[config.mk]
export PLATFORM = sky130hd
export DESIGN_NAME = rcg_front
export DESIGN_NICKNAME = d
export VERILOG_FILES = /design/src/rtl/reversible_clcg4_generator_bank_top_assert.svh /design/src/rtl/rcg_pkg.sv /design/src/rtl/rcg_front.sv
export SDC_FILE = /design/constraint.sdc
export NUM_CORES = 1
export LEC_CHECK = 0
export BUFFER_PORTS_ARGS = -buffer_cell sky130_fd_sc_hd__buf_2
export CAP_MARGIN = 20
export CORE_MARGIN = 2
export CORE_UTILIZATION = 25
export CTS_CLUSTER_SIZE = 40
export DETAILED_ROUTE_END_ITERATION = 16
export SLEW_MARGIN = 40
export SYNTH_ARGS = -nofsm -noshare
export SYNTH_HDL_FRONTEND = slang
export SYNTH_SLANG_ARGS = --single-unit
[constraint.sdc]
create_clock -name clk -period 1.5 [get_ports clk]
set_input_delay 0.225 -clock clk [delete_from_list [all_inputs] [get_ports clk]]
set_output_delay 0.225 -clock clk [all_outputs]
set_load 0.02 [all_outputs]
[src/rtl/reversible_clcg4_generator_bank_top_assert.svh]
// Assertion macros for the generator bank top level
`ifndef REVERSIBLE_CLCG4_GENERATOR_BANK_TOP_ASSERT_SVH
`define REVERSIBLE_CLCG4_GENERATOR_BANK_TOP_ASSERT_SVH

// same-cycle implication, checked out of reset
`define RCG_ASSERT_NOW(lbl, ante, cons) \
	lbl: assert property (@(posedge clk) disable iff (!arst_n) (ante) |-> (cons)) \
		else $error("rcg same-cycle check failed");

// next-cycle implication, checked out of reset
`define RCG_ASSERT_NEXT(lbl, ante, cons) \
	lbl: assert property (@(posedge clk) disable iff (!arst_n) (ante) |=> (cons)) \
		else $error("rcg next-cycle check failed");

`endif

[src/rtl/rcg_pkg.sv]
// Shared types, constants and elaboration-time helpers of the generator bank
package rcg_pkg;

	localparam int NUM_GENERATORS = 256;
	localparam int GEN_AW = (NUM_GENERATORS > 1) ? $clog2(NUM_GENERATORS) : 1;
	localparam int GEN_LAST = NUM_GENERATORS - 1;
	localparam int NLANE = 4;
	localparam int SW = 31;
	localparam int QDEPTH = 2;
	localparam int QAW = (QDEPTH > 1) ? $clog2(QDEPTH) : 1;
	localparam int APB_AW = 5;

	typedef logic [SW-1:0] seed_t;
	typedef logic [NLANE-1:0][SW-1:0] seed_vec_t;

	// component moduli, multipliers and fold constants (2^31 - modulus)
	localparam seed_vec_t MOD = {31'd2147483323, 31'd2147483423, 31'd2147483543,
		31'd2147483647};
	localparam seed_vec_t MULT = {31'd49689, 31'd138556, 31'd207707, 31'd45991};
	localparam logic [NLANE-1:0][8:0] FOLD = {9'd325, 9'd225, 9'd105, 9'd1};

	// Q0.64 reciprocals of the moduli
	localparam logic [NLANE-1:0][63:0] RECIP = {
		64'hFFFF_FFFF_FFFF_FFFF / 64'd2147483323,
		64'hFFFF_FFFF_FFFF_FFFF / 64'd2147483423,
		64'hFFFF_FFFF_FFFF_FFFF / 64'd2147483543,
		64'hFFFF_FFFF_FFFF_FFFF / 64'd2147483647};

	// command kinds
	localparam logic [2:0] KIND_DRAW = 3'd0;
	localparam logic [2:0] KIND_REV  = 3'd1;
	localparam logic [2:0] KIND_INIT = 3'd2;
	localparam logic [2:0] KIND_SUB  = 3'd3;
	localparam logic [2:0] KIND_LAST = 3'd4;
	localparam logic [2:0] KIND_SEED = 3'd5;

	// register indexes
	localparam logic [2:0] REG_SEED0   = 3'd0;
	localparam logic [2:0] REG_SEED1   = 3'd1;
	localparam logic [2:0] REG_SEED2   = 3'd2;
	localparam logic [2:0] REG_SEED3   = 3'd3;
	localparam logic [2:0] REG_GEN_LOG = 3'd4;
	localparam logic [2:0] REG_SUB_LOG = 3'd5;
	localparam logic [2:0] REG_HIGHEST = 3'd6;

	typedef struct packed {
		seed_vec_t   seed;
		logic [6:0]  gen_log;
		logic [6:0]  sub_log;
		logic [7:0]  highest;
	} cfg_t;

	typedef struct packed {
		logic [2:0]        kind;
		logic [GEN_AW-1:0] gen;
		logic              err;
	} cmd_t;

	// exact modular product by folding the high part twice
	function automatic seed_t cmul(input seed_t x, input seed_t y, input int j);
		logic [61:0] p;
		logic [39:0] t;
		logic [31:0] u;
		p = 62'(x) * 62'(y);
		t = 40'(p[61:31]) * 40'(FOLD[j]) + 40'(p[30:0]);
		u = 32'(t[39:31]) * 32'(FOLD[j]) + 32'(t[30:0]);
		if (u >= 32'(MOD[j])) u = u - 32'(MOD[j]);
		return u[SW-1:0];
	endfunction

	// a^(m-2) mod m, the inverse multiplier, evaluated at elaboration
	function automatic seed_t inv_of(input int j);
		seed_t r;
		seed_t sq;
		seed_t e;
		r = 31'd1;
		sq = MULT[j];
		e = MOD[j] - 31'd2;
		for (int i = 0; i < SW; i++) begin
			if (e[i]) r = cmul(r, sq, j);
			sq = cmul(sq, sq, j);
		end
		return r;
	endfunction

	localparam seed_vec_t INV = {inv_of(3), inv_of(2), inv_of(1), inv_of(0)};

endpackage

[src/rtl/rcg_front.sv]
// Front end: takes command words and classifies them
module rcg_front import rcg_pkg::*; (
	input  logic       clk,
	input  logic       arst_n,
	input  logic       s_tvalid,
	output logic       s_tready,
	input  logic [7:0] s_tdata,   // [7:0] generator
	input  logic [2:0] s_tuser,   // [2:0] kind
	input  logic [7:0] highest,
	output logic       cmd_valid,
	output cmd_t       cmd,
	input  logic       cmd_ready
);

	logic v_q;
	cmd_t cmd_q;
	logic acc;
	logic out_of_range;

	assign s_tready = !v_q || cmd_ready;
	assign acc = s_tvalid && s_tready;

	// range check applies to per-generator kinds only
	assign out_of_range = (s_tuser <= KIND_LAST) &&
		((s_tdata > highest) || (32'(s_tdata) >= 32'(NUM_GENERATORS)));

	always_ff @(posedge clk or negedge arst_n) begin
		if (!arst_n) begin
			v_q <= 1'b0;
		end else if (acc) begin
			v_q <= 1'b1;
		end else if (cmd_ready) begin
			v_q <= 1'b0;
		end
	end

	// classified command
	always_ff @(posedge clk) begin
		if (acc) begin
			cmd_q.kind <= s_tuser;
			cmd_q.gen  <= GEN_AW'(s_tdata);
			cmd_q.err  <= out_of_range;
		end
	end

	assign cmd_valid = v_q;
	assign cmd = cmd_q;

endmodule

==> flow_metrics.tcl <==
set metrics [dict create \
    final_cell_mix "buf_2, edfxtp_1, inv_1, ha_1, clkbuf_4" \
    hp-class "in2reg" \
    worstSetupStartpointType "flip-flop" \
    clock_latency_ns 0.27 \
    nNetsFinal 118 \
    total_power_mw 0.770 \
    grt_pass1_wl_mm 1.64 \
    drv_slew 0 \
    ir_drop_uv 382 \
    setup_tns_ns 0 \
    h-tree-depth 1 \
    die_x_um 53.3 \
    syn_area_um2 607 \
    crit_fanout 3 \
    drc_errors 0 \
    dp_hpwl_mm 1.04 \
    yosysSeqAreaShare_pct 63.5 \
    core_um2 2250 \
    cts_max_path_buffers 2 \
    drt_iter0_markers 1 \
    root_buffer "clkbuf_4" \
    fin_util_pct 38.4 \
    synth_nets 75 \
    arrival_ns 0.93 \
    cp_cell_sequence "nand2b_1 > buf_2" \
    grt_pass1_vias 447 \
    fin_ws_ns 0.349 \
    synthCells 44 \
    ys_types 14 \
    dp_cells 109 \
    drive_gt1_share_pct 46.5 \
    cts_resized 0 \
    cap_violations 0 \
    critPathMaxStageDelay_ns 0.37 \
    cp_num_buf_inv 1 \
    yosysWarnings 0 \
    slew_headroom_pct 89.1 \
    die-area_um2 2840 \
    hold_viol_final 0 \
    syn_to_final_growth_pct 42.7 \
    p_per_area_nw_per_um2 890 \
    rsz0062_at_grt "no" \
    worstMarginPinSlew_ns 0.162 \
    final_common_cell "buf_2" \
    grt_usage_pct 8.51 \
    p_leak_nw 0.425 \
    postRouteAntennaNets 0 \
    status "complete, no violations" \
    dpl_worst_slack_ns 0.113 \
    wirelength_mm 1.20 \
    start_util_pct 26.9 \
    dr_total_vias 477 \
    finalNonFillerCells 114 \
    grt_max_degree 13 \
    via_per_inst 4.18 \
    fp.dieH_um 53.3 \
    grt.overflow.total 0 \
    drtPass1Iterations 3 \
    cts_sinks 13 \
    finalSetupViolCount 0 \
    clock_skew_ns 0.00332 \
    wire_per_inst_um 10.5 \
    io_pins 37 \
    diodes 0 \
    synth.avg_cell_area_um2 13.8 \
    gp_congestion 0.592 \
    finalCritPeriodShare_pct 76.8 \
    path_class "reg2out" \
    crit_path_top_delay_cell "dfrtp_1" \
    antenna_found_initial 0 \
    numCtsBuffers 3 \
    io_buffers 36 \
    end_kind "primary output" \
    finalCriticalPeriod_ns 1.15 \
    critical-path-top-delay-family "flip-flops" \
    clkTransAtPathRegs_ns 0.07 \
    synth-seq-cells 13 \
    fmax_mhz 868 \
    crit_required_ns 1.27 \
    tritoncts "done" \
    row_count 17 \
]
-- synth_stat cells, drive strengths merged --
library cell  number  area share, %
o21ai              2            1.6
nor2b              1            1.0
nand2b             2            2.1
edfxtp            12             59
and2               1            1.0
nand4              2            2.1
a31oi              1            1.0
ha                 8             16
nand3              1           0.82
dfrtp              1            4.1
a21o               2            2.5
inv                8            4.9
o211ai             1            1.2
a21oi              2            1.6
-- sequential cells by signal, summed over array words and instances (netlist names) --
name,cells
cmd_valid,1
cmd,12
-- where the power goes --
| group | switching, mW | internal (mW) | total, mW |
|---|---|---|---|
| combinational | 0.0793 | 0.0624 | 0.142 |
| clock | 0.0998 | 0.103 | 0.203 |
| sequential | 0.00520 | 0.421 | 0.426 |
-- layout make-up --
cell class	instances	area, um^2
fillers	246	1390
flip-flops and latches	13	385
repair buffers	38	198
multi-input cells	23	191
well taps	28	35.0
inverters	8	30.0
clock buffers	4	26.3
-- final timing paths --
check	from	to	slack [ns]	depth (start not counted)
worst max-delay path	cmd_valid	s_tready	0.35	2
worst min-delay path	s_tdata[0]	cmd[1]	0.15	1
worst max register to register	cmd_valid	cmd[2]	0.39	3
worst min register to register	cmd_valid	cmd_valid	0.54	2
max in group asynchronous	arst_n	cmd_valid	1.16	2
min in group asynchronous	arst_n	cmd_valid	0.26	2
-- kinds of logic (layout without fill, tap and decap cells) --
logic type	count (synthesis)	after routing	share of synthesized area, %
buffers and inverters	8	50	4.95
adder cells (fa/ha/maj)	8	8	16.5
flip-flops	13	13	63.5
AO/OA/AOI/OAI	8	8	8.04
AND/OR/NAND/NOR	7	7	7.01
-- stage by stage --
| stage | area (um^2) | hold WS [ns] |
|---|---|---|
| 6_report | 866 | 0.151 |
| 5_1_grt | 866 | 0.139 |
| 4_1_cts | 866 | 0.139 |
| 3_5_place_dp | 830 | 0.00205 |
| 3_3_place_gp | 830 | -0.000731 |
| 2_1_floorplan | 607 | -0.0706 |
-- metal layers --
layer,vias up,global-route usage [%],share of wire [%]
li1,244,-,-
met1,211,7.80,36
met2,22,15.6,54
met3,0,1.41,9.5
met4,0,7.69,0
met5,-,0,0
-- worst reg2reg max path, stage by stage (launching register included) --
cell	delay [ns]
dfrtp_1	0.37
nand2b_1	0.11
and2_1	0.14
buf_4	0.19
-- what timing repair did --
item	in CTS	in global routing
hold endpoints to repair	1	0
buffers inserted	0	0
hold buffers	1	0
Power figures use the tool's default switching activity.
