[src/rtl/reversible_clcg4_generator_bank_top_assert.svh]
// Assertion macros for the generator bank top level
`ifndef REVERSIBLE_CLCG4_GENERATOR_BANK_TOP_ASSERT_SVH
`define REVERSIBLE_CLCG4_GENERATOR_BANK_TOP_ASSERT_SVH

// same-cycle implication, checked out of reset
`define RCG_ASSERT_NOW(lbl, ante, cons) \
	lbl: assert property (@(posedge clk) disable iff (!arst_n) (ante) |-> (cons)) \
		else $error("rcg same-cycle check failed");

// next-cycle implication, checked out of reset
`define RCG_ASSERT_NEXT(lbl, ante, cons) \
	lbl: assert property (@(posedge clk) disable iff (!arst_n) (ante) |=> (cons)) \
		else $error("rcg next-cycle check failed");

`endif

[src/rtl/rcg_pkg.sv]
// Shared types, constants and elaboration-time helpers of the generator bank
package rcg_pkg;

	localparam int NUM_GENERATORS = 256;
	localparam int GEN_AW = (NUM_GENERATORS > 1) ? $clog2(NUM_GENERATORS) : 1;
	localparam int GEN_LAST = NUM_GENERATORS - 1;
	localparam int NLANE = 4;
	localparam int SW = 31;
	localparam int QDEPTH = 2;
	localparam int QAW = (QDEPTH > 1) ? $clog2(QDEPTH) : 1;
	localparam int APB_AW = 5;

	typedef logic [SW-1:0] seed_t;
	typedef logic [NLANE-1:0][SW-1:0] seed_vec_t;

	// component moduli, multipliers and fold constants (2^31 - modulus)
	localparam seed_vec_t MOD = {31'd2147483323, 31'd2147483423, 31'd2147483543,
		31'd2147483647};
	localparam seed_vec_t MULT = {31'd49689, 31'd138556, 31'd207707, 31'd45991};
	localparam logic [NLANE-1:0][8:0] FOLD = {9'd325, 9'd225, 9'd105, 9'd1};

	// Q0.64 reciprocals of the moduli
	localparam logic [NLANE-1:0][63:0] RECIP = {
		64'hFFFF_FFFF_FFFF_FFFF / 64'd2147483323,
		64'hFFFF_FFFF_FFFF_FFFF / 64'd2147483423,
		64'hFFFF_FFFF_FFFF_FFFF / 64'd2147483543,
		64'hFFFF_FFFF_FFFF_FFFF / 64'd2147483647};

	// command kinds
	localparam logic [2:0] KIND_DRAW = 3'd0;
	localparam logic [2:0] KIND_REV  = 3'd1;
	localparam logic [2:0] KIND_INIT = 3'd2;
	localparam logic [2:0] KIND_SUB  = 3'd3;
	localparam logic [2:0] KIND_LAST = 3'd4;
	localparam logic [2:0] KIND_SEED = 3'd5;

	// register indexes
	localparam logic [2:0] REG_SEED0   = 3'd0;
	localparam logic [2:0] REG_SEED1   = 3'd1;
	localparam logic [2:0] REG_SEED2   = 3'd2;
	localparam logic [2:0] REG_SEED3   = 3'd3;
	localparam logic [2:0] REG_GEN_LOG = 3'd4;
	localparam logic [2:0] REG_SUB_LOG = 3'd5;
	localparam logic [2:0] REG_HIGHEST = 3'd6;

	typedef struct packed {
		seed_vec_t   seed;
		logic [6:0]  gen_log;
		logic [6:0]  sub_log;
		logic [7:0]  highest;
	} cfg_t;

	typedef struct packed {
		logic [2:0]        kind;
		logic [GEN_AW-1:0] gen;
		logic              err;
	} cmd_t;

	// exact modular product by folding the high part twice
	function automatic seed_t cmul(input seed_t x, input seed_t y, input int j);
		logic [61:0] p;
		logic [39:0] t;
		logic [31:0] u;
		p = 62'(x) * 62'(y);
		t = 40'(p[61:31]) * 40'(FOLD[j]) + 40'(p[30:0]);
		u = 32'(t[39:31]) * 32'(FOLD[j]) + 32'(t[30:0]);
		if (u >= 32'(MOD[j])) u = u - 32'(MOD[j]);
		return u[SW-1:0];
	endfunction

	// a^(m-2) mod m, the inverse multiplier, evaluated at elaboration
	function automatic seed_t inv_of(input int j);
		seed_t r;
		seed_t sq;
		seed_t e;
		r = 31'd1;
		sq = MULT[j];
		e = MOD[j] - 31'd2;
		for (int i = 0; i < SW; i++) begin
			if (e[i]) r = cmul(r, sq, j);
			sq = cmul(sq, sq, j);
		end
		return r;
	endfunction

	localparam seed_vec_t INV = {inv_of(3), inv_of(2), inv_of(1), inv_of(0)};

endpackage

[src/rtl/rcg_queue.sv]
// Short command queue between front and back
module rcg_queue import rcg_pkg::*; (
	input  logic clk,
	input  logic arst_n,
	input  logic push_valid,
	output logic push_ready,
	input  cmd_t push_data,
	output logic pop_valid,
	input  logic pop,
	output cmd_t pop_data
);

	cmd_t ent_q [QDEPTH];
	logic [QAW-1:0] wp_q;
	logic [QAW-1:0] rp_q;
	logic [QAW:0]   cnt_q;
	logic do_push;
	logic do_pop;

	assign push_ready = (cnt_q != (QAW+1)'(QDEPTH));
	assign pop_valid  = (cnt_q != '0);
	assign do_push = push_valid && push_ready;
	assign do_pop  = pop && pop_valid;
	assign pop_data = ent_q[rp_q];

	// pointers and fill count
	always_ff @(posedge clk or negedge arst_n) begin
		if (!arst_n) begin
			wp_q  <= '0;
			rp_q  <= '0;
			cnt_q <= '0;
		end else begin
			if (do_push) wp_q <= wp_q + 1'b1;
			if (do_pop) rp_q <= rp_q + 1'b1;
			if (do_push && !do_pop) cnt_q <= cnt_q + 1'b1;
			else if (do_pop && !do_push) cnt_q <= cnt_q - 1'b1;
		end
	end

	// entries
	always_ff @(posedge clk) begin
		if (do_push) ent_q[wp_q] <= push_data;
	end

endmodule

[config.mk]
export PLATFORM = sky130hd
export DESIGN_NAME = rcg_queue
export DESIGN_NICKNAME = d
export VERILOG_FILES = /design/src/rtl/reversible_clcg4_generator_bank_top_assert.svh /design/src/rtl/rcg_pkg.sv /design/src/rtl/rcg_queue.sv
export SDC_FILE = /design/constraint.sdc
export NUM_CORES = 1
export LEC_CHECK = 0
export BUFFER_PORTS_ARGS = -buffer_cell sky130_fd_sc_hd__buf_4
export CORE_MARGIN = 3
export CORE_UTILIZATION = 49
export DETAILED_ROUTE_END_ITERATION = 8
export GPL_TIMING_DRIVEN = 0
export PLACE_DENSITY = 0.85
export SYNTH_ARGS = -nofsm -noshare
export SYNTH_HDL_FRONTEND = slang
export SYNTH_SLANG_ARGS = --single-unit
[constraint.sdc]
create_clock -name clk -period 2.2 [get_ports clk]
set_input_delay 0.55 -clock clk [delete_from_list [all_inputs] [get_ports clk]]
set_output_delay 0.55 -clock clk [all_outputs]
set_load 0.01 [all_outputs]
==> flow_summary.yaml <==
grt:
  grt-ovfl-total: 0
  grt_max_degree: 16
  grt_pass1_wl_um: 2380
  gr-usage-all-layers_pct: 12.7
  grt_pass1_vias: 547
  antenna_found_initial: 0
detailed_routing:
  drc: 0
  wl_per_cell_um: 13.9
  antenna_left: 0
  vias_per_cell: 4.83
  firstDrtPassIters: 1
  first_iter_violations: 0
  vias: 560
  routed_wl_um: 1610
timing:
  slew_headroom_pct: 34.2
  slew_viol_final: 0
  finalSetupViolCount: 0
  hold_viol: 0
  fmax_mhz: 502
  fin_crit_sh_pct: 90.6
  worst_slew_pin_slew_ns: 0.984
  rsz0062_at_grt: "false"
  clock_skew_ns: 0.00445
  post-route-min-period_ns: 1.99
  setup_tns_ns: 0
cts:
  insertion_delay_ns: 0.31
  cts_tree: "done"
  clk_pin_slew_worst_paths_ns: 0.14
  htreeDepth: 1
  root_buffer: "clkbuf_4"
  cts.sinks: 28
  cts_buffer_depth: 2
  post-cts-setup-buffers: 0
  numCtsBuffers: 3
setup_path:
  start_kind: "flip-flop"
  ff2ff_path_depth: 3
  critPathKind: "reg -> out"
  crit_start: "rp_q$_DFFE_PN0P_"
  rr_endpoint: "ent_q[0][1]$_DFFE_PP_"
  worst_ep_required_time_ns: 1.65
  cp-end-kind: "primary output"
  cp.arrival_ns: 1.44
  worst-r2r-setup-slack_ns: 0.38
  r2r-start: "cnt_q[0]$_DFFE_PN0P_"
  critPathMaxFanout: 10
floorplanning:
  ioPinCount: 30
  placementRows: 16
  initial_utilization_pct: 53.3
  die_h_um: 52.9
  core_um2: 2020
  dieArea_um2: 2800
  die_x_um: 52.9
pwr:
  irDropWorstVdd_uv: 1020
  intPower_mw: 1.17
  comb_power_share_pct: 39.5
  p_clk_share_pct: 12.0
  power.switching_mw: 0.496
  p_leak_nw: 0.542
  power_density_nw_per_um2: 1220
  seqPwrFrac_pct: 48.5
  power_mw: 1.67
  switching_share_pct: 29.7
yosys:
  syn_area_um2: 1080
  ys_seq_elements: 28
  yosysTopAreaCellShare_pct: 66.8
  synthFlopType: "edfxtp_1"
  synth_commonest_cells: "edfxtp_1 (24), mux2_2 (12), dfrtp_1 (4), xnor2_1 (3)"
  yosys.cell_types.count: 14
  yosysMostFrequentCell: "edfxtp_1"
  synth_top_cell_by_area: "edfxtp_1"
  netlist_instances: 55
  yosys_warnings: 0
  synth-edff-count: 24
  ys_seq_area_share_pct: 76.1
  avgSynthCellArea_um2: 19.6
  synth_nets: 72
  ys_top_cells_by_area: "edfxtp_1 (67%), mux2_2 (13%), dfrtp_1 (9.3%), xnor2_1 (2.4%), xor2_1 (1.6%)"
  synthArstFlopShare_pct: 14.3
cells_and_area:
  final_util_pct: 67.6
  fin_nets: 107
  area_growth_pct: 26.7
  antenna_cells: 0
  layout-drive-gt1-share_pct: 53.9
place:
  gp_congestion: 0.614
  io_buffers: 29
  hpwl_um: 1180
min_path:
  min_to: "ent_q[0][9]$_DFFE_PP_"
  hold_path_class: "in -> reg"
  hp-start: "push_data[9]"
  hold_path_depth: 1
job:
  maxCapViolCount: 0
outcome:
  status: "completed"
power groups by stage:
stage	clock network [mW]	logic (mW)	registers (mW)
global route	0.241	0.719	0.820
finish	0.200	0.659	0.808
global placement	0	0.652	0.811
floorplan	0	0.416	0.801
detailed placement	0	0.668	0.822
CTS	0.210	0.671	0.810
repair_timing:
item / in CTS / in global routing
hold endpoints to repair: 4 / 0
setup endpoints to repair: 0 / 0
resized for setup: 0 / 0
hold buffers: 1 / 0
cell families after synthesis:
| logic type | count (synthesis) | synth area share (%) |
|---|---|---|
| xor gates and xnor gates | 5 | 4.06 |
| muxes | 12 | 12.5 |
| and+or+nand+nor | 7 | 4.76 |
| DFF | 28 | 76.1 |
| adders and majority gates | 1 | 1.16 |
| buffers and inverters | 2 | 1.39 |
metal layers:
| layer | vias up | global-route usage [%] | routed length (um) |
|---|---|---|---|
| met1 | 267 | 14.2 | 650 |
| met3 | 2 | 4.23 | 82 |
| met2 | 18 | 21.3 | 858 |
| met4 | 0 | 6.38 | 18 |
| met5 | - | 0 | 0 |
| li1 | 273 | - | - |
worst max-delay path by stage:
stage,end,slack (ns),cells past startpoint
floorplan,ent_q[0][0]$_DFFE_PP_,0.64,3
global placement,ent_q[0][0]$_DFFE_PP_,0.31,3
detailed placement,ent_q[0][1]$_DFFE_PP_,0.26,3
CTS,pop_data[2],0.18,3
global route,pop_data[2],0.12,3
finish,pop_data[2],0.21,3
worst max-delay path, cell delays in order, from the launching register on:
cell	delay, ns
dfrtp_1	0.45
buf_6	0.18
mux2_2	0.35
buf_4	0.14
metrics by stage:
stage	setup WS (ns)	instance area [um^2]	hold slack [ns]	instances
2_1_floorplan	0.639	1080	0.254	55
3_3_place_gp	0.306	1330	0.348	111
3_5_place_dp	0.265	1330	0.350	111
4_1_cts	0.183	1370	0.397	116
5_1_grt	0.117	1370	0.368	116
6_report	0.208	1370	0.411	116
state kept, by name, summed over array words and instances, names as in the netlist:
| register | count |
|---|---|
| wp_q | 1 |
| ent_q | 24 |
| cnt_q | 2 |
| rp_q | 1 |
layout by cell type, fill, tap and decap left out:
master	Yosys	routed
dlygate4sd3_1	0	1
inv_1	1	1
buf_4	0	29
nand2b_4	1	1
or2_4	1	1
edfxtp_1	24	24
and3_1	1	1
clkinv_1	0	1
nand2_1	1	1
mux2_2	12	12
ha_1	1	1
dfrtp_1	4	4
xnor2_1	3	3
xor2_1	2	2
nor2_1	2	2
nand2_4	1	1
clkbuf_4	0	3
buf_6	1	1
area by class of cell:
class	instances	area, um^2
multi-input combinational	25	243
inverter	1	3.75
fill	142	656
clock buffer	3	22.5
clock inverter	1	3.75
sequential	28	821
buffer	1	11.3
tap	27	33.8
timing repair buffer	30	228
No activity file was read; power rests on OpenSTA's default activity.
