$ cat config.mk
export PLATFORM = sky130hd
export DESIGN_NAME = rcg_regs
export DESIGN_NICKNAME = d
export VERILOG_FILES = /design/src/rtl/reversible_clcg4_generator_bank_top_assert.svh /design/src/rtl/rcg_pkg.sv /design/src/rtl/rcg_regs.sv
export SDC_FILE = /design/constraint.sdc
export NUM_CORES = 1
export LEC_CHECK = 0
export BUFFER_PORTS_ARGS = -buffer_cell sky130_fd_sc_hd__buf_2
export CAP_MARGIN = 10
export CELL_PAD_IN_SITES_DETAIL_PLACEMENT = 2
export CELL_PAD_IN_SITES_GLOBAL_PLACEMENT = 2
export CORE_ASPECT_RATIO = 0.8
export CORE_MARGIN = 10
export CORE_UTILIZATION = 38
export CTS_CLUSTER_SIZE = 24
export DETAILED_ROUTE_END_ITERATION = 16
export GPL_ROUTABILITY_DRIVEN = 0
export PLACE_DENSITY = 0.84
export SYNTH_ARGS = -nofsm -noshare
export SYNTH_HDL_FRONTEND = slang
export SYNTH_SLANG_ARGS = --single-unit
$ cat constraint.sdc
create_clock -name clk -period 2.85 [get_ports clk]
set_input_delay 0.285 -clock clk [delete_from_list [all_inputs] [get_ports clk]]
set_output_delay 0.285 -clock clk [all_outputs]
set_load 0.005 [all_outputs]
$ cat src/rtl/reversible_clcg4_generator_bank_top_assert.svh
// Assertion macros for the generator bank top level
`ifndef REVERSIBLE_CLCG4_GENERATOR_BANK_TOP_ASSERT_SVH
`define REVERSIBLE_CLCG4_GENERATOR_BANK_TOP_ASSERT_SVH

// same-cycle implication, checked out of reset
`define RCG_ASSERT_NOW(lbl, ante, cons) \
	lbl: assert property (@(posedge clk) disable iff (!arst_n) (ante) |-> (cons)) \
		else $error("rcg same-cycle check failed");

// next-cycle implication, checked out of reset
`define RCG_ASSERT_NEXT(lbl, ante, cons) \
	lbl: assert property (@(posedge clk) disable iff (!arst_n) (ante) |=> (cons)) \
		else $error("rcg next-cycle check failed");

`endif

$ cat src/rtl/rcg_pkg.sv
// Shared types, constants and elaboration-time helpers of the generator bank
package rcg_pkg;

	localparam int NUM_GENERATORS = 256;
	localparam int GEN_AW = (NUM_GENERATORS > 1) ? $clog2(NUM_GENERATORS) : 1;
	localparam int GEN_LAST = NUM_GENERATORS - 1;
	localparam int NLANE = 4;
	localparam int SW = 31;
	localparam int QDEPTH = 2;
	localparam int QAW = (QDEPTH > 1) ? $clog2(QDEPTH) : 1;
	localparam int APB_AW = 5;

	typedef logic [SW-1:0] seed_t;
	typedef logic [NLANE-1:0][SW-1:0] seed_vec_t;

	// component moduli, multipliers and fold constants (2^31 - modulus)
	localparam seed_vec_t MOD = {31'd2147483323, 31'd2147483423, 31'd2147483543,
		31'd2147483647};
	localparam seed_vec_t MULT = {31'd49689, 31'd138556, 31'd207707, 31'd45991};
	localparam logic [NLANE-1:0][8:0] FOLD = {9'd325, 9'd225, 9'd105, 9'd1};

	// Q0.64 reciprocals of the moduli
	localparam logic [NLANE-1:0][63:0] RECIP = {
		64'hFFFF_FFFF_FFFF_FFFF / 64'd2147483323,
		64'hFFFF_FFFF_FFFF_FFFF / 64'd2147483423,
		64'hFFFF_FFFF_FFFF_FFFF / 64'd2147483543,
		64'hFFFF_FFFF_FFFF_FFFF / 64'd2147483647};

	// command kinds
	localparam logic [2:0] KIND_DRAW = 3'd0;
	localparam logic [2:0] KIND_REV  = 3'd1;
	localparam logic [2:0] KIND_INIT = 3'd2;
	localparam logic [2:0] KIND_SUB  = 3'd3;
	localparam logic [2:0] KIND_LAST = 3'd4;
	localparam logic [2:0] KIND_SEED = 3'd5;

	// register indexes
	localparam logic [2:0] REG_SEED0   = 3'd0;
	localparam logic [2:0] REG_SEED1   = 3'd1;
	localparam logic [2:0] REG_SEED2   = 3'd2;
	localparam logic [2:0] REG_SEED3   = 3'd3;
	localparam logic [2:0] REG_GEN_LOG = 3'd4;
	localparam logic [2:0] REG_SUB_LOG = 3'd5;
	localparam logic [2:0] REG_HIGHEST = 3'd6;

	typedef struct packed {
		seed_vec_t   seed;
		logic [6:0]  gen_log;
		logic [6:0]  sub_log;
		logic [7:0]  highest;
	} cfg_t;

	typedef struct packed {
		logic [2:0]        kind;
		logic [GEN_AW-1:0] gen;
		logic              err;
	} cmd_t;

	// exact modular product by folding the high part twice
	function automatic seed_t cmul(input seed_t x, input seed_t y, input int j);
		logic [61:0] p;
		logic [39:0] t;
		logic [31:0] u;
		p = 62'(x) * 62'(y);
		t = 40'(p[61:31]) * 40'(FOLD[j]) + 40'(p[30:0]);
		u = 32'(t[39:31]) * 32'(FOLD[j]) + 32'(t[30:0]);
		if (u >= 32'(MOD[j])) u = u - 32'(MOD[j]);
		return u[SW-1:0];
	endfunction

	// a^(m-2) mod m, the inverse multiplier, evaluated at elaboration
	function automatic seed_t inv_of(input int j);
		seed_t r;
		seed_t sq;
		seed_t e;
		r = 31'd1;
		sq = MULT[j];
		e = MOD[j] - 31'd2;
		for (int i = 0; i < SW; i++) begin
			if (e[i]) r = cmul(r, sq, j);
			sq = cmul(sq, sq, j);
		end
		return r;
	endfunction

	localparam seed_vec_t INV = {inv_of(3), inv_of(2), inv_of(1), inv_of(0)};

endpackage

$ cat src/rtl/rcg_regs.sv
// APB configuration registers
module rcg_regs import rcg_pkg::*; (
	input  logic              clk,
	input  logic              arst_n,
	input  logic              psel,
	input  logic              penable,
	input  logic              pwrite,
	input  logic [APB_AW-1:0] paddr,
	input  logic [31:0]       pwdata,
	output logic [31:0]       prdata,
	output logic              pready,
	output cfg_t              cfg
);

	cfg_t cfg_q;
	logic wr;

	assign pready = 1'b1;
	assign wr = psel && penable && pwrite;

	// register writes
	always_ff @(posedge clk or negedge arst_n) begin
		if (!arst_n) begin
			cfg_q.seed    <= {31'd44444444, 31'd33333333, 31'd22222222, 31'd11111111};
			cfg_q.gen_log <= 7'd31;
			cfg_q.sub_log <= 7'd41;
			cfg_q.highest <= 8'd255;
		end else if (wr) begin
			case (paddr[4:2])
				REG_SEED0:   cfg_q.seed[0] <= pwdata[SW-1:0];
				REG_SEED1:   cfg_q.seed[1] <= pwdata[SW-1:0];
				REG_SEED2:   cfg_q.seed[2] <= pwdata[SW-1:0];
				REG_SEED3:   cfg_q.seed[3] <= pwdata[SW-1:0];
				REG_GEN_LOG: cfg_q.gen_log <= pwdata[6:0];
				REG_SUB_LOG: cfg_q.sub_log <= pwdata[6:0];
				REG_HIGHEST: cfg_q.highest <= pwdata[7:0];
				default: ;
			endcase
		end
	end

	// read mux
	always_comb begin
		case (paddr[4:2])
			REG_SEED0:   prdata = 32'(cfg_q.seed[0]);
			REG_SEED1:   prdata = 32'(cfg_q.seed[1]);
			REG_SEED2:   prdata = 32'(cfg_q.seed[2]);
			REG_SEED3:   prdata = 32'(cfg_q.seed[3]);
			REG_GEN_LOG: prdata = 32'(cfg_q.gen_log);
			REG_SUB_LOG: prdata = 32'(cfg_q.sub_log);
			REG_HIGHEST: prdata = 32'(cfg_q.highest);
			default:     prdata = '0;
		endcase
	end

	assign cfg = cfg_q;

endmodule

==> flow_summary.yaml, run 1 <==
routing:
  wl_per_cell_um: 26.6
  first_iter_violations: 161
  vias: 4741
  via_per_inst: 5.27
  ant_nets: 0
  drc: 0
  drtPass1Iterations: 4
  totalWireLength_um: 23900
layout:
  stdcell_area_um2: 8920
  area_growth_pct: 27.9
  stdcell_count: 899
  drive_above_1_share: 0.747
  largest_register_ffs: 146
  num-nets-final: 697
logic_synthesis:
  synth_most_common_cell: "mux2_2"
  muxShareOfSynthArea: 0.349
  synth_top_cell_by_area: "dfrtp_1"
  synth_seq_cells: 146
  syn-num-nets: 476
  synthSimpleGateAreaFrac: 0.0491
  synthDistinctLibCells: 33
  synth_edf_count: 0
  synth_area_um2: 6980
  ys_top_cells_by_count: "mux2_2 (110), dfrtp_1 (81), dfstp_2 (65)"
  ys_warn_count: 0
  synthFlopType: "dfrtp_1"
  ys_top_cells_by_area: "dfrtp_1 (29%), dfstp_2 (24%), mux2_2 (18%)"
  syn_area_per_cell_um2: 16.1
  synth_compound_area_frac: 0.0274
  synth_top_family_by_area: "multiplexers"
  synth_fa_ha_area_frac: 0
  netlist_instances: 434
  synthArstFlopShare: 1.00
  ys_seq_area_frac: 0.535
  synth_xor_area_frac: 0
  yosysTopAreaCellShare: 0.291
setup_path:
  crit_top_cell: "buf_2"
  reg2reg_depth: 1
  cp_max_fo: 30
  crit_type: "input port to primary output"
  cp-startpoint: "paddr[4]"
  critPathLaunchType: "input port"
  path_depth: 6
  crit_path_max_incr_delay_ps: 580
  r2r_setup_slack_ps: 2000
  crit_path_end_kind: "primary output"
  critPathArrivalTime_ps: 1970
  r2r_end: "cfg[116]"
  r2r_start: "cfg[116]"
  cpLargestDelayFamily: "buffers and inverters"
  crit_chain: "buf_2 > buf_4 > and3_1 > a21oi_1 > o21ai_0 > buf_2"
  crit_required_ps: 2570
  cp.buffers_inverters: 3
  slowest_stage: "buf_2"
timing:
  fin_setup_tns_ps: 0
  setup_viol: 0
  fin_crit_ps: 2250
  fmax_ghz: 0.444
  tightest_slew_ps: 840
  skew_ps: 0
  whs_ps: 140
  report.final.slew_viol_count: 0
  timing.final.ws_setup_ps: 596
  slew_headroom: 0.440
  final.period_utilization: 0.791
  hold_viol: 0
  rsz0062_at_grt: "false"
die:
  fp-row-count: 44
  core_um2: 18100
  initial_utilization: 0.385
  die_y_um: 141
  die_w_um: 171
  dieArea_um2: 24200
  ios: 221
global_route:
  gr-total-overflow: 0
  grt_antenna_before_repair: 1
  grt_pass1_wl_um: 37000
  grt_max_degree: 88
  grt_pass1_vias: 5738
  grt_use_total: 0.199
power_and_ir_drop:
  power.share.clock: 0.371
  power_switching_share: 0.268
  p_leak_uw: 0.00424
  peakVddDrop_mv: 0.471
  comb_power_share: 0.211
  seq_power_share: 0.417
  p_int_uw: 5220
  power_switching_uw: 1920
  power_density_nw_per_um2: 800
clock_network:
  cts_buffer_depth: 2
  insertion_delay_ps: 410
  clock-sinks: 146
  h-tree-depth: 4
  path_clk_slew_ps: 60
  cts_buffers: 17
  cts_setup_buffers: 0
  cts_root_buf: "clkbuf_16"
  tritoncts: "built"
placed_design:
  numPortBuffers: 215
  dpl.hpwl_um: 17300
  dp.cells: 865
  dpl_cell_area_um2: 8220
  dp_slack_ps: 572
worst_hold_path:
  whs_path_depth: 2
  hp-class: "input port to flip-flop"
  whs_endpoint: "cfg[65]"
  hold_path.startpoint: "pwdata[12]"
job:
  maxCapViolations: 0
outcome:
  status: "finished, final reports clean"
==> power by group through the flow <==
stage,Sequential [uW],Clock (uW),Combinational [uW]
global placement,2940,0,1450
detailed placement,3010,0,1540
floorplan,2940,0,705
global route,3050,2800,1650
finish,2980,2650,1510
CTS,2980,2710,1550
==> per-layer routing <==
layer,part of all wire,GRT usage,vias to the layer above
met5,0,0,-
met2,0.52,0.349,142
li1,-,-,2042
met3,0.062,0.0569,24
met1,0.40,0.230,2533
met4,0.017,0.0585,0
==> cells by family (layout without fill, tap and decap cells) <==
family	after synthesis	in the layout
AND/OR/NAND/NOR	47	47
buffers and inverters	30	264
other	2	3
flip-flops	146	146
AO/OA/AOI/OAI	25	25
multiplexers	184	184
==> through the flow <==
step / total power [uW] / util
after global placement: 4400 / 0.454
after detailed placement: 4540 / 0.454
after CTS: 7240 / 0.493
final: 7140 / 0.493
after floorplan: 3640 / -
after global routing: 7500 / 0.493
==> worst max path at each step <==
| stage | endpoint | slack [ps] |
|---|---|---|
| after CTS | prdata[7] | 590 |
| after global placement | cfg[10] | 620 |
| after global routing | prdata[7] | 530 |
| after detailed placement | cfg[12] | 570 |
| after floorplan | prdata[12] | 1330 |
| final | prdata[7] | 600 |
==> cell type report <==
class / instances / area, um2
clock buffers: 20 / 437
diodes: 1 / 2.50
fillers: 1763 / 9190
repair buffers: 231 / 1230
multi-input cells: 258 / 2980
well taps: 230 / 288
clock inverters: 12 / 254
flip-flops and latches: 146 / 3730
inverters: 1 / 3.75
==> timing repair <==
item / in CTS / in global routing
gates resized for setup: 0 / 0
hold buffers: 1 / 0
endpoints found under the setup margin: 0 / 0
hold endpoints to repair: 43 / 0
==> cells in the final DEF, fill, tap and decap left out <==
cell           netlist  final
nor2_1               2      2
nor2_4               5      5
mux2_2             110    110
a32oi_1             10     10
dfrtp_1             81     81
o21ai_0              3      3
mux4_2              23     23
o221a_2              2      2
inv_1                1      1
nor2_2               2      2
or2_4                1      1
buf_4                4     13
a21oi_1              4      4
nand4b_1             2      2
bufinv_16            0      7
buf_2                5    214
dfstp_2             65     65
dlygate4sd3_1        0      1
inv_6                0      2
nand4b_4             1      1
mux2_1              13     13
clkbuf_1             4      3
nand2_1              3      3
diode_2              0      1
o211ai_1             5      5
conb_1               2      2
mux2i_1              8      8
buf_12               0      2
clkinv_4             0      3
nor2b_1             24     24
nor3b_1              2      2
and3_1               1      1
nand4_2              1      1
mux2_4              30     30
a211o_1              1      1
nand2b_1             2      2
buf_6               13      1
clkbuf_16            0     17
and3b_1              1      1
No activity file was read; power rests on OpenSTA's default activity.
==> inputs of run 2 (changes only) <==
Settings changed: ABC_AREA set to 1, CORE_UTILIZATION 38 to 27, PLACE_DENSITY 0.84 to 0.74.
Clock period 2.85 ns to 1.8 ns, I/O delays scaled along.
==> run 2 against run 1 <==
Largest cell class unchanged; global-route usage is 1.2 points lower; clock skew is the same; die area grew 43%; critical endpoint is now prdata[4]; synthesized cell count grew 100%; combinational power increased by 51%; routed wire length up 37%; first-iteration DRC count increased to 2.6 times the previous value.
==> flow_summary.yaml, run 2 <==
outcome:
  status: "finished, final reports clean"
die:
  initial_utilization: 0.274
  dieArea_um2: 34700
  core_um2: 27200
  fp-row-count: 54
  die_w_um: 206
  die_y_um: 169
  ios: 221
routing:
  drtPass1Iterations: 4
  totalWireLength_um: 32700
  first_iter_violations: 413
  wl_per_cell_um: 22.3
  via_per_inst: 5.00
  ant_nets: 0
  drc: 0
  vias: 7343
power_and_ir_drop:
  power.share.clock: 0.339
  peakVddDrop_mv: 0.637
  p_leak_uw: 0.00496
  p_int_uw: 7070
  comb_power_share: 0.217
  power_switching_share: 0.329
  power_density_nw_per_um2: 1080
  power_switching_uw: 3460
  seq_power_share: 0.444
logic_synthesis:
  synth_compound_area_frac: 0.130
  synth_fa_ha_area_frac: 0
  synth_top_family_by_area: "simple AND/OR/NAND/NOR gates"
  yosysTopAreaCellShare: 0.272
  synth_most_common_cell: "nand2_1"
  syn_area_per_cell_um2: 8.56
  ys_seq_area_frac: 0.501
  syn-num-nets: 913
  ys_top_cells_by_count: "nand2_1 (285), nand4_1 (97), o21ai_0 (85)"
  synth_top_cell_by_area: "dfrtp_1"
  ys_top_cells_by_area: "dfrtp_1 (27%), dfstp_2 (23%), nand2_1 (14%)"
  synthDistinctLibCells: 27
  synthFlopType: "dfrtp_1"
  muxShareOfSynthArea: 0
  synthArstFlopShare: 1.00
  synth_xor_area_frac: 0
  netlist_instances: 871
  synth_edf_count: 0
  synthSimpleGateAreaFrac: 0.283
  ys_warn_count: 0
  synth_seq_cells: 146
  synth_area_um2: 7450
layout:
  final_cell_mix: "nand2_1 (284), buf_2 (214), nand4_1 (97), o21ai_0 (85), dfrtp_1 (81)"
  num-nets-final: 1135
  largest_register_ffs: 146
  stdcell_count: 1470
  drive_above_1_share: 0.392
  layout.cells.most_common: "nand2_1"
  finish.utilization: 0.359
  seqCellArea_um2: 3730
  num_antenna_cells: 0
  fillers: 3146
  multiInputGateArea_um2: 3090
  area_growth_pct: 31.2
timing:
  fmax_ghz: 0.587
  report.final.slew_viol_count: 0
  setup_viol: 0
  fin_crit_ps: 1700
  rsz0062_at_grt: "true"
  final.period_utilization: 0.947
  skew_ps: 0
  hold_viol: 0
  fin_setup_tns_ps: 0
  whs_ps: 10.0
  timing.final.ws_setup_ps: 96.1
global_route:
  gr-total-overflow: 0
  grt_antenna_before_repair: 2
  grt_pass1_wl_um: 50600
  grt_max_degree: 45
  grt_pass1_vias: 8183
  grt_use_total: 0.188
worst_hold_path:
  hp-class: "input port to flip-flop"
  hold_path.startpoint: "pwdata[13]"
clock_network:
  h-tree-depth: 4
  cts_root_buf: "clkbuf_16"
  path_clk_slew_ps: 70
  insertion_delay_ps: 410
  cts_buffers: 17
  tritoncts: "built"
  cts_buffer_depth: 2
  clock-sinks: 146
setup_path:
  reg2reg_depth: 2
  critPathLaunchType: "flip-flop"
  crit_required_ps: 1620
  crit_path_end_kind: "primary output"
  crit_type: "flip-flop to primary output"
  r2r_start: "cfg[128]"
  critPathArrivalTime_ps: 1520
  r2r_end: "cfg[128]"
  cp_max_fo: 3
  r2r_setup_slack_ps: 970
  crit_end: "prdata[4]"
  cp-startpoint: "cfg[119]"
placed_design:
  dp_slack_ps: 156
  numPortBuffers: 215
  dp.cells: 1422
  dpl.hpwl_um: 23800
job:
  maxCapViolations: 0
==> run 2: cell count changes after synthesis, sizes merged, moves of 43 or more <==
cell,change
nand4,+96
o21ai,+144
mux2,-153
nand3,+43
inv,+45
nand2,+285
==> run 2: per-stage QoR <==
step           area [um2]  power [uW]
2_1_floorplan        7450        5540
5_1_grt              9780       11200
6_report             9780       10500
3_3_place_gp         9040        6920
4_1_cts              9780       10700
3_5_place_dp         9040        7040
==> run 2: how the worst min path moves through the flow <==
stage / endpoint / slack, ps / cells after the start
after floorplan: cfg[100] / -120 / 0
after global placement: cfg[113] / 130 / 1
after detailed placement: cfg[113] / 140 / 1
after CTS: cfg[35] / 0.6 / 3
after global routing: cfg[125] / 30 / 3
final: cfg[35] / 10 / 3
==> run 2: worst max-delay path, cell delays in order (launching register included) <==
cell     delay [ps]
dfstp_2         550
nand4_1         120
nand2_2         150
nor2_1           50
nand2_1          90
buf_2           130
==> run 2: logic make-up after synthesis <==
kind of cell    after synthesis
compound gates              148
buf+inv                     117
flops                       146
other cells                   2
simple gates                458
==> run 2: layout make-up <==
class	instances	share of cell area
inverter	46	0.0187
sequential	146	0.382
tap	364	0.0466
clock inverter	12	0.0125
multi-input combinational	608	0.316
timing repair buffer	274	0.178
clock buffer	20	0.0467
==> run 2: power groups by stage <==
stage	combinational (uW)	clock [uW]	sequential, uW
after floorplan	939	0	4600
after global placement	2210	0	4710
after detailed placement	2320	0	4720
after CTS	2350	3670	4680
after global routing	2580	3810	4780
final	2280	3580	4670
==> run 2: routing by layer <==
metal  vias to the layer above  wire (um)  GRT usage
li1                       3367          -          -
met1                      3788      15300      0.250
met2                       170      15300      0.302
met3                        16       1900     0.0496
met4                         2        209     0.0319
met5                         -         13          0
==> run 2: what timing repair did <==
action | CTS | global route
buffers inserted | 0 | 0
hold buffers | 16 | 0
resized for setup | 0 | 1
endpoints found under the setup margin | 0 | 2
hold endpoints to repair | 47 | 0
==> inputs of run 3 (changes only) <==
--- a/config.mk
+++ b/config.mk
@@ -8,3 +8,2 @@
 export ABC_AREA = 1
-export BUFFER_PORTS_ARGS = -buffer_cell sky130_fd_sc_hd__buf_2
 export CAP_MARGIN = 10
@@ -14,5 +13,6 @@
 export CORE_MARGIN = 10
-export CORE_UTILIZATION = 27
+export CORE_UTILIZATION = 33
 export CTS_CLUSTER_SIZE = 24
 export DETAILED_ROUTE_END_ITERATION = 16
+export DONT_BUFFER_PORTS = 1
 export GPL_ROUTABILITY_DRIVEN = 0
--- a/constraint.sdc
+++ b/constraint.sdc
@@ -3,2 +3,2 @@
 set_output_delay 0.18 -clock clk [all_outputs]
-set_load 0.005 [all_outputs]
+set_load 0.1 [all_outputs]
==> run 3 against run 2 <==
The flow now finishes with violations (hold timing); combinational power rose to 3.2 times the previous value; die area fell by 16%; critical path depth fell by 2; clock power rose by 5.9%; maximum frequency fell by 3.6%; critical path type unchanged; cell count fell by 8.6%; largest power group is now combinational logic; sequential power rose by 21%; first-iteration DRC count rose by 38%; core utilization rose by 11 points; global-route usage rose by 4.8 points.
==> flow_summary.yaml, run 3 (synthesis gave the netlist of run 2 again) <==
setup_path:
  cp_max_fo: 3
  reg2reg_depth: 3
  r2r_start: "cfg[33]"
  crit_top_cell: "nand4_1"
  critPathLaunchType: "flip-flop"
  crit_required_ps: 1620
  crit_chain: "nand4_1 > nand4_1 > buf_12"
  cp.buffers_inverters: 1
  r2r_end: "cfg[33]"
  crit_path_end_kind: "primary output"
  r2r_setup_slack_ps: 560
  path_depth: 3
  crit_end: "prdata[26]"
  crit_path_max_incr_delay_ps: 630
  crit_type: "flip-flop to primary output"
  cp-startpoint: "cfg[141]"
  slowest_stage: "dfrtp_4"
  critPathArrivalTime_ps: 1590
  cpLargestDelayFamily: "flip-flops"
die:
  dieArea_um2: 29000
  fp-row-count: 49
  die_y_um: 154
  die_w_um: 188
  ios: 221
  core_um2: 22400
  initial_utilization: 0.333
timing:
  hold_viol: 146
  final.period_utilization: 0.982
  whs_ps: -548
  fmax_ghz: 0.566
  setup_viol: 0
  slew_headroom: 0.623
  report.final.slew_viol_count: 0
  fin_crit_ps: 1770
  tightest_slew_ps: 563
  rsz0062_at_grt: "true"
  skew_ps: 0
layout:
  area_growth_pct: 39.8
  fillers: 2387
  drive_above_1_share: 0.433
  finish.utilization: 0.466
  num-nets-final: 1064
  final_cell_mix: "nand2_1 (271), buf_4 (136), nand4_1 (97), o21ai_0 (85), o21ai_2 (60)"
  layout.cells.most_common: "nand2_1"
  largest_register_ffs: 146
power_and_ir_drop:
  p_leak_uw: 0.00467
  peakVddDrop_mv: 0.803
  power_density_nw_per_um2: 1600
placed_design:
  numPortBuffers: 0
  dpl.hpwl_um: 22800
clock_network:
  cts_buffer_depth: 2
  h-tree-depth: 4
  cts_buffers: 17
  path_clk_slew_ps: 70
  insertion_delay_ps: 410
  clock-sinks: 146
  hold_buffers: 31
  cts_root_buf: "clkbuf_16"
  cts_setup_buffers: 0
  tritoncts: "built"
job:
  maxCapViolations: 0
routing:
  first_iter_violations: 572
  drc: 0
  via_per_inst: 5.40
  drtPass1Iterations: 4
  ant_nets: 0
  totalWireLength_um: 34600
  wl_per_cell_um: 25.7
  vias: 7258
global_route:
  grt_pass1_wl_um: 52900
  grt_pass1_vias: 8239
  gr-total-overflow: 0
  grt_max_degree: 147
  grt_antenna_before_repair: 2
  grt_use_total: 0.236
worst_hold_path:
  hp-class: "input port to async pin"
outcome:
  status: "complete, but fails checks"
  failed_checks: "hold timing"
==> run 3: metrics by stage <==
step / instances / power [uW] / setup WS (ps) / setup TNS [ps] / area (um2)
6_report: 1343 / 16600 / 31.8 / 0 / 10400
5_1_grt: 1343 / 17200 / -33.8 / -104 / 10400
4_1_cts: 1341 / 16700 / 2.96 / 0 / 10400
3_5_place_dp: 1278 / 12800 / 317 / 0 / 9470
3_3_place_gp: 1278 / 12600 / 366 / 0 / 9470
2_1_floorplan: 871 / 11100 / -116 / -1090 / 7880
==> run 3: area by class of cell <==
cell class,count,area [um2],share of cell area
Tap cell,306,383,0.0368
Multi-Input combinational cell,608,3160,0.303
Timing Repair Buffer,203,2050,0.197
Inverter,46,183,0.0175
Sequential cell,146,4020,0.386
Clock inverter,10,120,0.0115
Clock buffer,22,497,0.0477
Antenna cell,2,5.00,0.000480
==> run 3: per-layer routing <==
layer / track usage / part of all wire
met3: 0.0771 / 0.079
met5: 0 / 0
met4: 0.0582 / 0.014
met2: 0.390 / 0.48
met1: 0.290 / 0.42
==> run 3: report_power, final <==
group	internal (uW)	switching (uW)	total [uW]	leakage (uW)
Sequential	4280	1360	5650	0.00164
Clock	2260	1530	3790	0.000294
Combinational	1440	5750	7190	0.00274
Total	7980	8640	16600	0.00467
==> run 3: worst min path at each step <==
| stage | startpoint | endpoint | slack, ps |
|---|---|---|---|
| detailed placement | arst_n | cfg[57] | -110 |
| global route | arst_n | cfg[57] | -570 |
| CTS | arst_n | cfg[57] | -570 |
| finish | arst_n | cfg[57] | -550 |
| floorplan | arst_n | cfg[101] | -120 |
| global placement | arst_n | cfg[57] | -110 |
==> run 3: worst reg2reg max path: cells and delay by family, from the launching register on <==
family / cells / cell delay (ps)
flip-flops: 1 / 610
buffers and inverters: 1 / 300
AO/OA/AOI/OAI: 1 / 160
AND/OR/NAND/NOR: 1 / 110
==> run 3: repair_timing <==
| item | CTS | global route |
|---|---|---|
| pin swaps | 1 | 5 |
| resized for setup | 0 | 5 |
| endpoints found under the setup margin | 1 | 9 |
| hold endpoints to repair | 292 | 146 |
| cloned | 0 | 0 |
